===== config.mk =====
export PLATFORM = sky130hd
export DESIGN_NAME = tphf_sqrt
export DESIGN_NICKNAME = d
export VERILOG_FILES = /design/src/tphf_pkg.sv /design/src/tphf_sqrt.sv
export SDC_FILE = /design/constraint.sdc
export NUM_CORES = 2
export LEC_CHECK = 0
export BUFFER_PORTS_ARGS = -buffer_cell sky130_fd_sc_hd__buf_2
export CAP_MARGIN = 10
export CORE_UTILIZATION = 35
export DETAILED_ROUTE_END_ITERATION = 10
export HOLD_SLACK_MARGIN = 0.05
export PLACE_DENSITY = 0.47
export SYNTH_ARGS = -nofsm -noshare
export SYNTH_HDL_FRONTEND = slang
export SYNTH_MEMORY_MAX_BITS = 65536
export SYNTH_SLANG_ARGS = --single-unit

===== constraint.sdc =====
create_clock -name clock -period 4.6 [get_ports clock]
set_input_delay 0 -clock clock [delete_from_list [all_inputs] [get_ports clock]]
set_output_delay 0 -clock clock [all_outputs]
set_load 0.1 [all_outputs]

===== src/tphf_pkg.sv =====
// ----------------------------------------------------------------------------
// Triangle plane package
// Widths, pipeline stage indexes and shared types for the plane unit.
// ----------------------------------------------------------------------------
package tphf_pkg;

   localparam int COORD_W    = 32;
   localparam int EDGE_W     = COORD_W + 1;
   localparam int PROD_W     = 2 * EDGE_W;
   localparam int CROSS_W    = PROD_W + 1;
   localparam int MAG_W      = PROD_W;
   localparam int HALF_W     = MAG_W / 2;
   localparam int HLEN_W     = 6;
   localparam int LEN_W      = 7;
   localparam int VEC_W      = 31;
   localparam int SQ_W       = 2 * VEC_W;
   localparam int SUM_W      = 64;
   localparam int ROOT_W     = SUM_W / 2;
   localparam int SQ_REM_W   = ROOT_W + 1;
   localparam int QUO_W      = 32;
   localparam int FRAC_SHIFT = 30;
   localparam int DIVD_W     = VEC_W + FRAC_SHIFT + 1;
   localparam int ACC_W      = 64;
   localparam int RND_W      = ACC_W - FRAC_SHIFT + 1;

   // stage indexes along the side line
   localparam int K_NEG    = 3;
   localparam int K_DEG    = 6;
   localparam int K_VEC    = 7;
   localparam int K_SUM    = 9;
   localparam int K_DIVIN  = K_SUM + ROOT_W + 1;
   localparam int K_MUL    = K_DIVIN + QUO_W + 1;
   localparam int K_ACC    = K_MUL + 1;
   localparam int LINE_LEN = K_ACC + 1;
   localparam int LATENCY  = LINE_LEN + 1;

   typedef struct packed {
      logic [2:0][COORD_W-1:0] a;
      logic [2:0]              neg;
      logic                    deg;
      logic [2:0][VEC_W-1:0]   v;
   } side_type;

endpackage


===== src/tphf_sqrt.sv =====
// ----------------------------------------------------------------------------
// Pipelined integer square root
// One result bit per stage; floor(sqrt(radicand)) after ROOT_W stages.
// ----------------------------------------------------------------------------
module tphf_sqrt (
   input  logic                          clock,
   input  logic [tphf_pkg::SUM_W-1:0]    radicand,
   output logic [tphf_pkg::ROOT_W-1:0]   root
);

   localparam int NS    = tphf_pkg::ROOT_W;
   localparam int CUR_W = tphf_pkg::SQ_REM_W + 2;

   logic [tphf_pkg::SQ_REM_W-1:0] rem_ff  [NS];
   logic [tphf_pkg::SQ_REM_W-1:0] rem_in  [NS];
   logic [tphf_pkg::ROOT_W-1:0]   root_ff [NS];
   logic [tphf_pkg::ROOT_W-1:0]   root_in [NS];
   logic [tphf_pkg::SUM_W-1:0]    rad_ff  [NS];
   logic [tphf_pkg::SUM_W-1:0]    rad_in  [NS];

   logic [tphf_pkg::SQ_REM_W-1:0] rem_src  [NS];
   logic [tphf_pkg::ROOT_W-1:0]   root_src [NS];
   logic [tphf_pkg::SUM_W-1:0]    rad_src  [NS];
   logic [CUR_W-1:0]              cur      [NS];
   logic [CUR_W-1:0]              trial    [NS];
   logic [CUR_W-1:0]              diff     [NS];

   always_comb begin
      rem_src[0]  = '0;
      root_src[0] = '0;
      rad_src[0]  = radicand;
      for (int k = 1; k < NS; k++) begin
         rem_src[k]  = rem_ff[k-1];
         root_src[k] = root_ff[k-1];
         rad_src[k]  = rad_ff[k-1];
      end
      for (int k = 0; k < NS; k++) begin
         cur[k]    = {rem_src[k], rad_src[k][tphf_pkg::SUM_W-1 -: 2]};
         trial[k]  = {1'b0, root_src[k], 2'b01};
         diff[k]   = cur[k] - trial[k];
         rad_in[k] = rad_src[k] << 2;
         if (cur[k] >= trial[k]) begin
            rem_in[k]  = diff[k][tphf_pkg::SQ_REM_W-1:0];
            root_in[k] = {root_src[k][tphf_pkg::ROOT_W-2:0], 1'b1};
         end else begin
            rem_in[k]  = cur[k][tphf_pkg::SQ_REM_W-1:0];
            root_in[k] = {root_src[k][tphf_pkg::ROOT_W-2:0], 1'b0};
         end
      end
   end

   always_ff @(posedge clock) begin
      for (int k = 0; k < NS; k++) begin
         rem_ff[k]  <= rem_in[k];
         root_ff[k] <= root_in[k];
         rad_ff[k]  <= rad_in[k];
      end
   end

   assign root = root_ff[NS-1];

endmodule


==> metrics.md <==
| Metric | Value |
|---|---|
| Outcome | completed |
| CTS sink count | 2495 |
| Largest net degree at the start of global routing | 55 |
| Final Total Pwr | between 60 and 70 mW |
| Post-synthesis cell area | 0.0912 mm^2 |
| CP cell instances | inv_1, ha_1, o211a_1, o21ai_0, o311ai_1, o31ai_1, nor2b_1, a41oi_1, o21a_1, or4_1, a2111oi_0, xor2_1 |
| Vias in the first global route | 59113 |
| Critical path capture point type | flop |
| Post-Place Cells | 12258 |
| Final period utilization | 88.7% |
| GRT Overall Usage | 15.1% |
| Worst Path Class, Setup | flop to flop |
| Netlist cell types | 92 |
| Antenna Nets Post-Route | 0 |
| Drt drc | 0 |
| Height of the die | about 510 um |
| HPWL after detailed placement | 153000 um |
| Number of port buffers | 96 |
| Via count | 60844 |
| Max IR drop VDD | between 0.0002 and 0.0003 V |
| Slowest cell on crit path | a2111oi_0 |
| Row count | ~190 |
| Clock-pin transition on the worst setup and hold timing paths | around 60 ps |
| TNS Setup | 0 ps |
| Pwr dens | 575 mW/mm^2 |
| Max-slew violations | 0 |
| Routed wire length | 203000 um |
| Post-synthesis compound-gate area fraction | 12.3% |
| Final design utilization | 41.1% |
| CP max FO | 6 |
| Post-Synth Adder-Cell Area | 7.70% |
| Worst Skew | 40.8 ps |
| Actual slew at the worst max-slew pin | between 900 and 1000 ps |
| First-pass GRT wire length | approximately 320000 um |
| Clock latency on the worst-skew pair | 830 ps |
| Layout Area Growth over Synthesis | 16.9% |
| WP data required | 5270 ps |
| Grt ovf | 0 |
| Number of synthesized flops with an enable pin | 0 |
| Die area | 0.263 mm^2 |
| Avg Inst Size Synth | 10.2 um^2 |
| Wirelength per Cell | 15.8 um |
| Starting Density | 35.2% |
| # Max-Cap Violations | 0 |
| TritonCTS clock tree | built |
| Largest family of logic cells by synthesized area | simple AND/OR/NAND/NOR gates |
| Min setup slack post-route | around 520 ps |
| Area of the core | approximately 0.26 mm^2 |
| CTS Buffer Depth | 4 |
| Yosys top cell by area | dfxtp_1 |
| Rel. slew slack | 33.4% |
| Nature of the critical path startpoint | flop |
| Yosys top cell area share | roughly 55% |
| Achievable frequency | 245 MHz |
| Reg2Reg Setup Slack | 520 ps |
| Initial DRC Count | 3560 |
| Post-DP Area | 0.0954 mm^2 |
| Most frequent cells in the layout | 2495 x dfxtp_1, 696 x inv_1, 576 x nand2_1 |
| Clk Tree Root Cell | clkbuf_16 |
| Final Hold Vio Count | 0 |
| I/O pins | slightly below 100 |
| CTS resizes | 0 |
| Worst path arrival time | 4750 ps |
| Top Family by Delay on Critical Path | compound AO/OA/AOI/OAI gates |
| Commonest non-fill, non-tap cell in the layout | dfxtp_1 |
| H-Tree Depth | 5 |
| Xor and xnor area share after synthesis | roughly 7.6% |
| Slowest cell delay on critical path | 770 ps |
| Count of final setup violators | 0 |
| Seq/Total Area, Yosys | around 55% |
| Post-place setup slack | around 400 ps |
| Min-Delay Path Class | flop to flop |
| DRT Pass-1 Iters | 6 |
| Lkg Pwr | 50.0 nW |
| Top cells by area, synth | dfxtp_1 55%, ha_1 7.7%, xnor2_1 3.8%, xor2_1 3.8%, a21oi_1 3.0% |
| Post-route insts no fill | 12894 |
| Final nets | 9898 |
| TritonCTS Buffers | 285 |
| Cell area after layout | roughly 0.11 mm^2 |
| Initial antenna violation count | 13 |
| Synth Flop Type | dfxtp_1 |
| FF+latch count, synth | about 2500 |
| RSZ-0062 raised after global routing | false |
| CP Buf/Inv Count | 1 |
| Routed vias/inst | 4.72 |
| Multiplexer share of the synthesized area | 1.43% |
| RePlAce Congestion | 0.870 |
| Post-synthesis net count | 9549 |
| Clock period minus final worst setup slack | 4080 ps |
| Post-Synthesis Cells | approximately 8900 |
| YS warnings | 0 |
| Share of layout cells above drive strength 1 | 8.31% |
| Ys async rst share | 0% |
| Hold Slack | 292 ps |
| Die Span X | 512 um |
| Post-Synth Simple-Gate Area | between 10% and 20% |
==> synth_stat cells, drive strengths merged, types with 101 or more instances <==
master  count
a21o      262
a21oi     545
clkbuf    147
dfxtp    2495
ha        561
inv       696
mux2      101
nand2     577
nand2b    122
nand3     131
nor2      546
nor3      216
nor4      107
o21ai     452
or3       101
xnor2     397
xor2      392
==> final timing paths <==
| path | startpoint | to | cells past startpoint |
|---|---|---|---|
| worst min register to register | rad_ff[1][38]$_DFF_P_ | rad_ff[1][102]$_DFF_P_ | 0 |
| worst max-delay path | root_ff[1][97]$_DFF_P_ | rem_ff[1][157]$_DFF_P_ | 12 |
| worst min-delay path | rad_ff[1][38]$_DFF_P_ | rad_ff[1][102]$_DFF_P_ | 0 |
| worst max register to register | root_ff[1][97]$_DFF_P_ | rem_ff[1][157]$_DFF_P_ | 12 |
==> power by group <==
| group | total (mW) | internal (mW) | switching, mW |
|---|---|---|---|
| clock network | 23.6 | 14.8 | 8.77 |
| logic | 9.75 | 4.36 | 5.39 |
| registers | 28.0 | 25.2 | 2.83 |
| total | 61.3 | 44.4 | 17.0 |
==> logic make-up after synthesis <==
group / after synthesis
compound gates: 1788
xor+xnor: 789
fa+ha+maj: 561
buf+inv: 904
flops: 2495
mux: 118
other cells: 1
simple gates: 2267
==> repair_timing <==
action | CTS | global route
setup endpoints to repair | 0 | 0
buffers inserted | 0 | 0
hold buffers | 129 | 0
endpoints found under the hold margin | 65 | 0
==> state kept, by name, summed over array words and instances (netlist names) <==
| register | flops |
|---|---|
| root_ff | 528 |
| rem_ff | 975 |
| rad_ff | 992 |
==> worst register-to-register path, cell delays in order, from the launching register on <==
cell and delay [ps]:
dfxtp_1 410, inv_1 70, ha_1 380, o211a_1 180, o21ai_0 140, o311ai_1 400
o31ai_1 160, nor2b_1 270, a41oi_1 270, o21a_1 260, or4_1 470, a2111oi_0 770
xor2_1 150
==> layout make-up <==
| class | instances | area, um^2 |
|---|---|---|
| clock buffer | 388 | 8150 |
| tap | 3402 | 4260 |
| clock inverter | 116 | 1770 |
| timing repair buffer | 268 | 2120 |
| antenna | 3 | 7.51 |
| inverter | 698 | 2620 |
| multi-input combinational | 5524 | 37800 |
| fill | 25033 | 153000 |
| sequential | 2495 | 49900 |
==> metal layers <==
layer | global-route usage [%] | vias up | wire [um] | share of wire (%)
li1 | - | 31232 | - | -
met1 | 22.0 | 28157 | 105000 | 51
met2 | 22.7 | 1100 | 84500 | 42
met3 | 2.60 | 355 | 9220 | 4.5
met4 | 4.49 | 0 | 5120 | 2.5
met5 | 0 | - | 0 | 0
No activity file was read; power rests on OpenSTA's default activity.
