[config.mk]
export PLATFORM = sky130hd
export DESIGN_NAME = tphf_div
export DESIGN_NICKNAME = d
export VERILOG_FILES = /design/src/tphf_pkg.sv /design/src/tphf_div.sv
export SDC_FILE = /design/constraint.sdc
export NUM_CORES = 2
export LEC_CHECK = 0
export BUFFER_PORTS_ARGS = -buffer_cell sky130_fd_sc_hd__buf_4
export CORE_MARGIN = 8
export CORE_UTILIZATION = 30
export CTS_BUF_LIST = sky130_fd_sc_hd__clkbuf_4 sky130_fd_sc_hd__clkbuf_8
export CTS_CLUSTER_DIAMETER = 60
export DETAILED_ROUTE_END_ITERATION = 10
export GPL_TIMING_DRIVEN = 0
export PLACE_DENSITY_LB_ADDON = 0.25
export SLEW_MARGIN = 10
export SYNTH_ARGS = -nofsm -noshare
export SYNTH_HDL_FRONTEND = slang
export SYNTH_SLANG_ARGS = --single-unit
[constraint.sdc]
create_clock -name clock -period 6.1 [get_ports clock]
set_clock_uncertainty 0.05 [all_clocks]
set_input_delay 1.22 -clock clock [delete_from_list [all_inputs] [get_ports clock]]
set_output_delay 1.22 -clock clock [all_outputs]
set_load 0.005 [all_outputs]
[src/tphf_pkg.sv]
// ----------------------------------------------------------------------------
// Triangle plane package
// Widths, pipeline stage indexes and shared types for the plane unit.
// ----------------------------------------------------------------------------
package tphf_pkg;

   localparam int COORD_W    = 32;
   localparam int EDGE_W     = COORD_W + 1;
   localparam int PROD_W     = 2 * EDGE_W;
   localparam int CROSS_W    = PROD_W + 1;
   localparam int MAG_W      = PROD_W;
   localparam int HALF_W     = MAG_W / 2;
   localparam int HLEN_W     = 6;
   localparam int LEN_W      = 7;
   localparam int VEC_W      = 31;
   localparam int SQ_W       = 2 * VEC_W;
   localparam int SUM_W      = 64;
   localparam int ROOT_W     = SUM_W / 2;
   localparam int SQ_REM_W   = ROOT_W + 1;
   localparam int QUO_W      = 32;
   localparam int FRAC_SHIFT = 30;
   localparam int DIVD_W     = VEC_W + FRAC_SHIFT + 1;
   localparam int ACC_W      = 64;
   localparam int RND_W      = ACC_W - FRAC_SHIFT + 1;

   // stage indexes along the side line
   localparam int K_NEG    = 3;
   localparam int K_DEG    = 6;
   localparam int K_VEC    = 7;
   localparam int K_SUM    = 9;
   localparam int K_DIVIN  = K_SUM + ROOT_W + 1;
   localparam int K_MUL    = K_DIVIN + QUO_W + 1;
   localparam int K_ACC    = K_MUL + 1;
   localparam int LINE_LEN = K_ACC + 1;
   localparam int LATENCY  = LINE_LEN + 1;

   typedef struct packed {
      logic [2:0][COORD_W-1:0] a;
      logic [2:0]              neg;
      logic                    deg;
      logic [2:0][VEC_W-1:0]   v;
   } side_type;

endpackage

[src/tphf_div.sv]
// ----------------------------------------------------------------------------
// Pipelined restoring divider
// One quotient bit per stage; the quotient must fit in QUO_W bits.
// ----------------------------------------------------------------------------
module tphf_div (
   input  logic                          clock,
   input  logic [tphf_pkg::DIVD_W-1:0]   dividend,
   input  logic [tphf_pkg::ROOT_W-1:0]   divisor,
   output logic [tphf_pkg::QUO_W-1:0]    quotient
);

   localparam int NS = tphf_pkg::QUO_W;
   localparam int RW = tphf_pkg::ROOT_W;

   logic [RW-1:0] rem_ff [NS];
   logic [RW-1:0] rem_in [NS];
   logic [NS-1:0] low_ff [NS];
   logic [NS-1:0] low_in [NS];
   logic [NS-1:0] quo_ff [NS];
   logic [NS-1:0] quo_in [NS];
   logic [RW-1:0] dvs_ff [NS];
   logic [RW-1:0] dvs_in [NS];

   logic [RW-1:0] rem_src [NS];
   logic [NS-1:0] low_src [NS];
   logic [NS-1:0] quo_src [NS];
   logic [RW-1:0] dvs_src [NS];
   logic [RW:0]   cur     [NS];
   logic [RW:0]   diff    [NS];

   always_comb begin
      rem_src[0] = RW'(dividend[tphf_pkg::DIVD_W-1:NS]);
      low_src[0] = dividend[NS-1:0];
      quo_src[0] = '0;
      dvs_src[0] = divisor;
      for (int k = 1; k < NS; k++) begin
         rem_src[k] = rem_ff[k-1];
         low_src[k] = low_ff[k-1];
         quo_src[k] = quo_ff[k-1];
         dvs_src[k] = dvs_ff[k-1];
      end
      for (int k = 0; k < NS; k++) begin
         cur[k]    = {rem_src[k], low_src[k][NS-1]};
         diff[k]   = cur[k] - {1'b0, dvs_src[k]};
         low_in[k] = low_src[k] << 1;
         dvs_in[k] = dvs_src[k];
         if (cur[k] >= {1'b0, dvs_src[k]}) begin
            rem_in[k] = diff[k][RW-1:0];
            quo_in[k] = {quo_src[k][NS-2:0], 1'b1};
         end else begin
            rem_in[k] = cur[k][RW-1:0];
            quo_in[k] = {quo_src[k][NS-2:0], 1'b0};
         end
      end
   end

   always_ff @(posedge clock) begin
      for (int k = 0; k < NS; k++) begin
         rem_ff[k] <= rem_in[k];
         low_ff[k] <= low_in[k];
         quo_ff[k] <= quo_in[k];
         dvs_ff[k] <= dvs_in[k];
      end
   end

   assign quotient = quo_ff[NS-1];

endmodule

==> impl_results.md <==
- Outcome: finished, final reports clean
- Fillers: 42321
- Hold Crit Endpoint: low_ff[0][25]
- Setup WS pre-CTS: 0.199 ns
- Io pins: 127
- Ys async rst share: 0%
- FF-to-FF Start: dvs_ff[0][197]
- WL final: 312 mm
- Fmax: 189 MHz
- Initial DRT Pass Iterations: 6
- Final setup violation count: 0
- Area Growth Syn to Fin: 16.4%
- Clk slew on worst S/H paths: 0.06 ns
- Worst-Skew Late Latency: 1.13 ns
- Share of the synthesized area in the top cell type: 48.7%
- Worst-path cell chain: dlygate4sd3_1, buf_4, ha_1, inv_1, fa_1, a21o_1, a21oi_1, o21ai_0, a41o_1, a41oi_1, a21bo_2, a21boi_1, or2_2, a41o_1, a21oi_1, o22a_1, buf_2, buf_2, mux2_2
- Slew Limit Headroom: 15.6%
- All-Layer GR Usage: 13.9%
- R2r endpoint: rem_ff[0][249]
- Critical path capture point type: register
- Number of synthesized register bits: 3008
- Core area: 0.412 mm2
- Vias: 88283
- DR vias/cell: 4.58
- Synthesized Nets: 13796
- Worst setup margin: 0.808 ns
- Port bufs: 126
- Pwr/cell area: 616 mW/mm2
- Final Hold Fails: 0
- Pins Over Slew Limit: 0
- Slew @ Worst Pin: 1.27 ns
- CTS Buf Count: 547
- Post-route ant nets: 0
- GR Overflow Total: 0
- Slowest cell on the critical path: dlygate4sd3_1
- CTS sink count: 3008
- Syn Area/Cell: 9.79 um2
- CTS max path bufs: 4
- Post-detail-place hpwl: 242 mm
- Wirelength per Cell: 16.2 um
- DIE HEIGHT: 658 um
- Startpoint class of the critical path: primary input
- Share of cells above drive strength 1: 11.8%
- Number of synthesized flops with an enable pin: 0
- CP Class: in -> reg
- Crit path DAT: 6.20 ns
- Synth top area cells: dfxtp_1, ha_1, inv_1, a21oi_1, mux2_2
- Max cap viols: 0
- Post-synthesis cell type count: 91
- Crit path largest cell delay: 0.53 ns
- Largest net degree at the start of global routing: 17
- Yosys warns: 0
- Number of global-route vias before repair: 87579
- Routability cong.: 0.859
- Setup slack, reg-to-reg: 0.99 ns
- NumNets Final: 14507
- Initial core utilization: 30.0%
- Root Driver: clkbuf_8
- Fin Hold WS: 0.197 ns
- Worst hold start: dividend[25]
- HP Class: in -> reg
- Antenna violations before repair: 4
- WP data required: 7.01 ns
- Post-CTS Setup Bufs: 0
- Drt first-iter violations: 4609
- CTS H-tree depth: 6
- Global-route wire length before repair: 484 mm
- Post-route minimum period: 5.29 ns
- Die width: 658 um
- Cell Area, Synth: 0.124 mm2
- CTS tree: yes
- R2r worst-path depth: 14
- Crit-path max FO: 10
- RSZ-0062 raised after global routing: false
- Peak supply drop: 0.000238 V
- Area leader, netlist: dfxtp_1
- DRC errors left: 0
- Fin crit share: 86.8%
- Leakage Power: 65.7 nW
- Row count: 236
- Cells after synthesis: 12647
- Main flop type after synthesis: dfxtp_1
- Final setup TNS: 0 ns
- Hold Path Stages: 1
- Final Util: 35.0%
- Register area share after synthesis: 48.7%
- Die footprint: 0.433 mm2
per-layer routing:
layer	part of all wire, %	vias to the layer above	track usage, %	wire, um
li1	-	44975	-	-
met1	46	40991	17.8	142000
met2	47	1773	23.7	146000
met3	4.8	540	2.42	15100
met4	2.8	4	4.25	8690
met5	0.0087	-	0	27
power by group:
group | switching [W] | internal, W
Combinational | 0.0220 | 0.0172
Clock | 0.00867 | 0.0120
Sequential | 0.00319 | 0.0257
cells by family after synthesis:
logic type	share of synthesized area, %
and+or+nand+nor	9.81
muxes	3.91
adders and majority gates	10.8
AOI/OAI and AO/OA	16.0
xor gates and xnor gates	5.90
DFF	48.7
buffers and inverters	4.91
layout by cell type, fill, tap and decap left out, drive strengths merged, types with 29 or more instances in the layout:
| cell type | instances |
|---|---|
| nand4 | 141 |
| a211oi | 71 |
| a211o | 29 |
| or3 | 43 |
| a31oi | 94 |
| nand3 | 193 |
| and3 | 79 |
| clkinv | 82 |
| o211ai | 29 |
| o31ai | 81 |
| clkbuf | 1003 |
| o21bai | 111 |
| nor2 | 599 |
| a21oi | 929 |
| mux2 | 399 |
| inv | 1328 |
| nand2 | 866 |
| dlygate4sd3 | 36 |
| ha | 1023 |
| and2 | 34 |
| dfxtp | 3008 |
| nor3 | 124 |
| o31a | 31 |
| nor2b | 178 |
| fa | 31 |
| mux2i | 35 |
| o21a | 133 |
| xnor2 | 503 |
| o21ai | 875 |
| buf | 200 |
| nand2b | 155 |
| a21boi | 52 |
| xor2 | 331 |
| nor4 | 42 |
| a21o | 511 |
Yosys cell counts (14+ instances only):
cell          n
and3_1       79
a41o_1       14
a221oi_1     19
a31oi_1      93
nand3_1     193
a21o_1      511
nor3_1      124
a31o_2       21
o31ai_1      81
o21a_1      133
mux2i_1      35
or3_1        43
o41ai_1      15
nand4_1     141
buf_2        25
o31a_1       31
and2_1       34
o21ai_0     858
fa_1         31
a21oi_1     928
a2111oi_0    25
nor3b_1      14
mux2_2      398
nor2b_1     178
clkbuf_1    211
xor2_1      331
nand2_1     866
a221o_1      16
a21boi_0     42
and4_1       23
o21bai_1    111
nor2_1      599
a211oi_1     69
o21ai_1      17
dfxtp_1    3008
buf_4        38
nand2b_1    155
ha_1       1023
xnor2_1     503
or2_2        28
o211ai_1     29
inv_1      1286
nor4_1       41
a211o_1      29
critical path, delay by kind of cell:
family          cells  cell delay, ns
compound gates     10            2.45
simple gates        1            0.29
mux                 1            0.41
fa+ha+maj           2            0.56
buf+inv             5            1.26
flip-flops by register name, summed over array words and instances, names as in the netlist:
signal,cells
low_ff,496
rem_ff,992
dvs_ff,992
quo_ff,528
repair_timing:
item | CTS | global route
hold endpoints to repair | 36 | 0
hold buffers | 36 | 0
resized for setup | 0 | 0
area by class of cell:
cell class | count | area [um2] | area share, %
Tap cell | 5474 | 6850 | 4.75
Buffer | 286 | 1250 | 0.867
Sequential cell | 3008 | 60200 | 41.8
Clock inverter | 175 | 2060 | 1.43
Inverter | 1286 | 4830 | 3.35
Timing Repair Buffer | 162 | 1310 | 0.907
Clock buffer | 791 | 10100 | 7.00
Antenna cell | 6 | 15.0 | 0.0104
Multi-Input combinational cell | 8067 | 57500 | 39.9
how the worst max path moves through the flow:
stage,from,to,slack [ns]
3_5_place_dp,dividend[31],rem_ff[0][29],0.20
2_1_floorplan,dividend[31],rem_ff[0][25],1.37
5_1_grt,dvs_ff[1][385],rem_ff[1][434],0.51
3_3_place_gp,dividend[31],rem_ff[0][28],0.16
6_report,divisor[0],rem_ff[0][29],0.81
4_1_cts,dvs_ff[1][326],quo_ff[1][352],0.95
per-stage QoR:
stage	cells	cell area, um2	power (W)
3_3_place_gp	18247	132000	0.0684
2_1_floorplan	12647	124000	0.0577
5_1_grt	19250	144000	0.0958
6_report	19255	144000	0.0887
4_1_cts	19249	144000	0.0899
3_5_place_dp	18247	132000	0.0683
(Power assumes the default switching activity.)
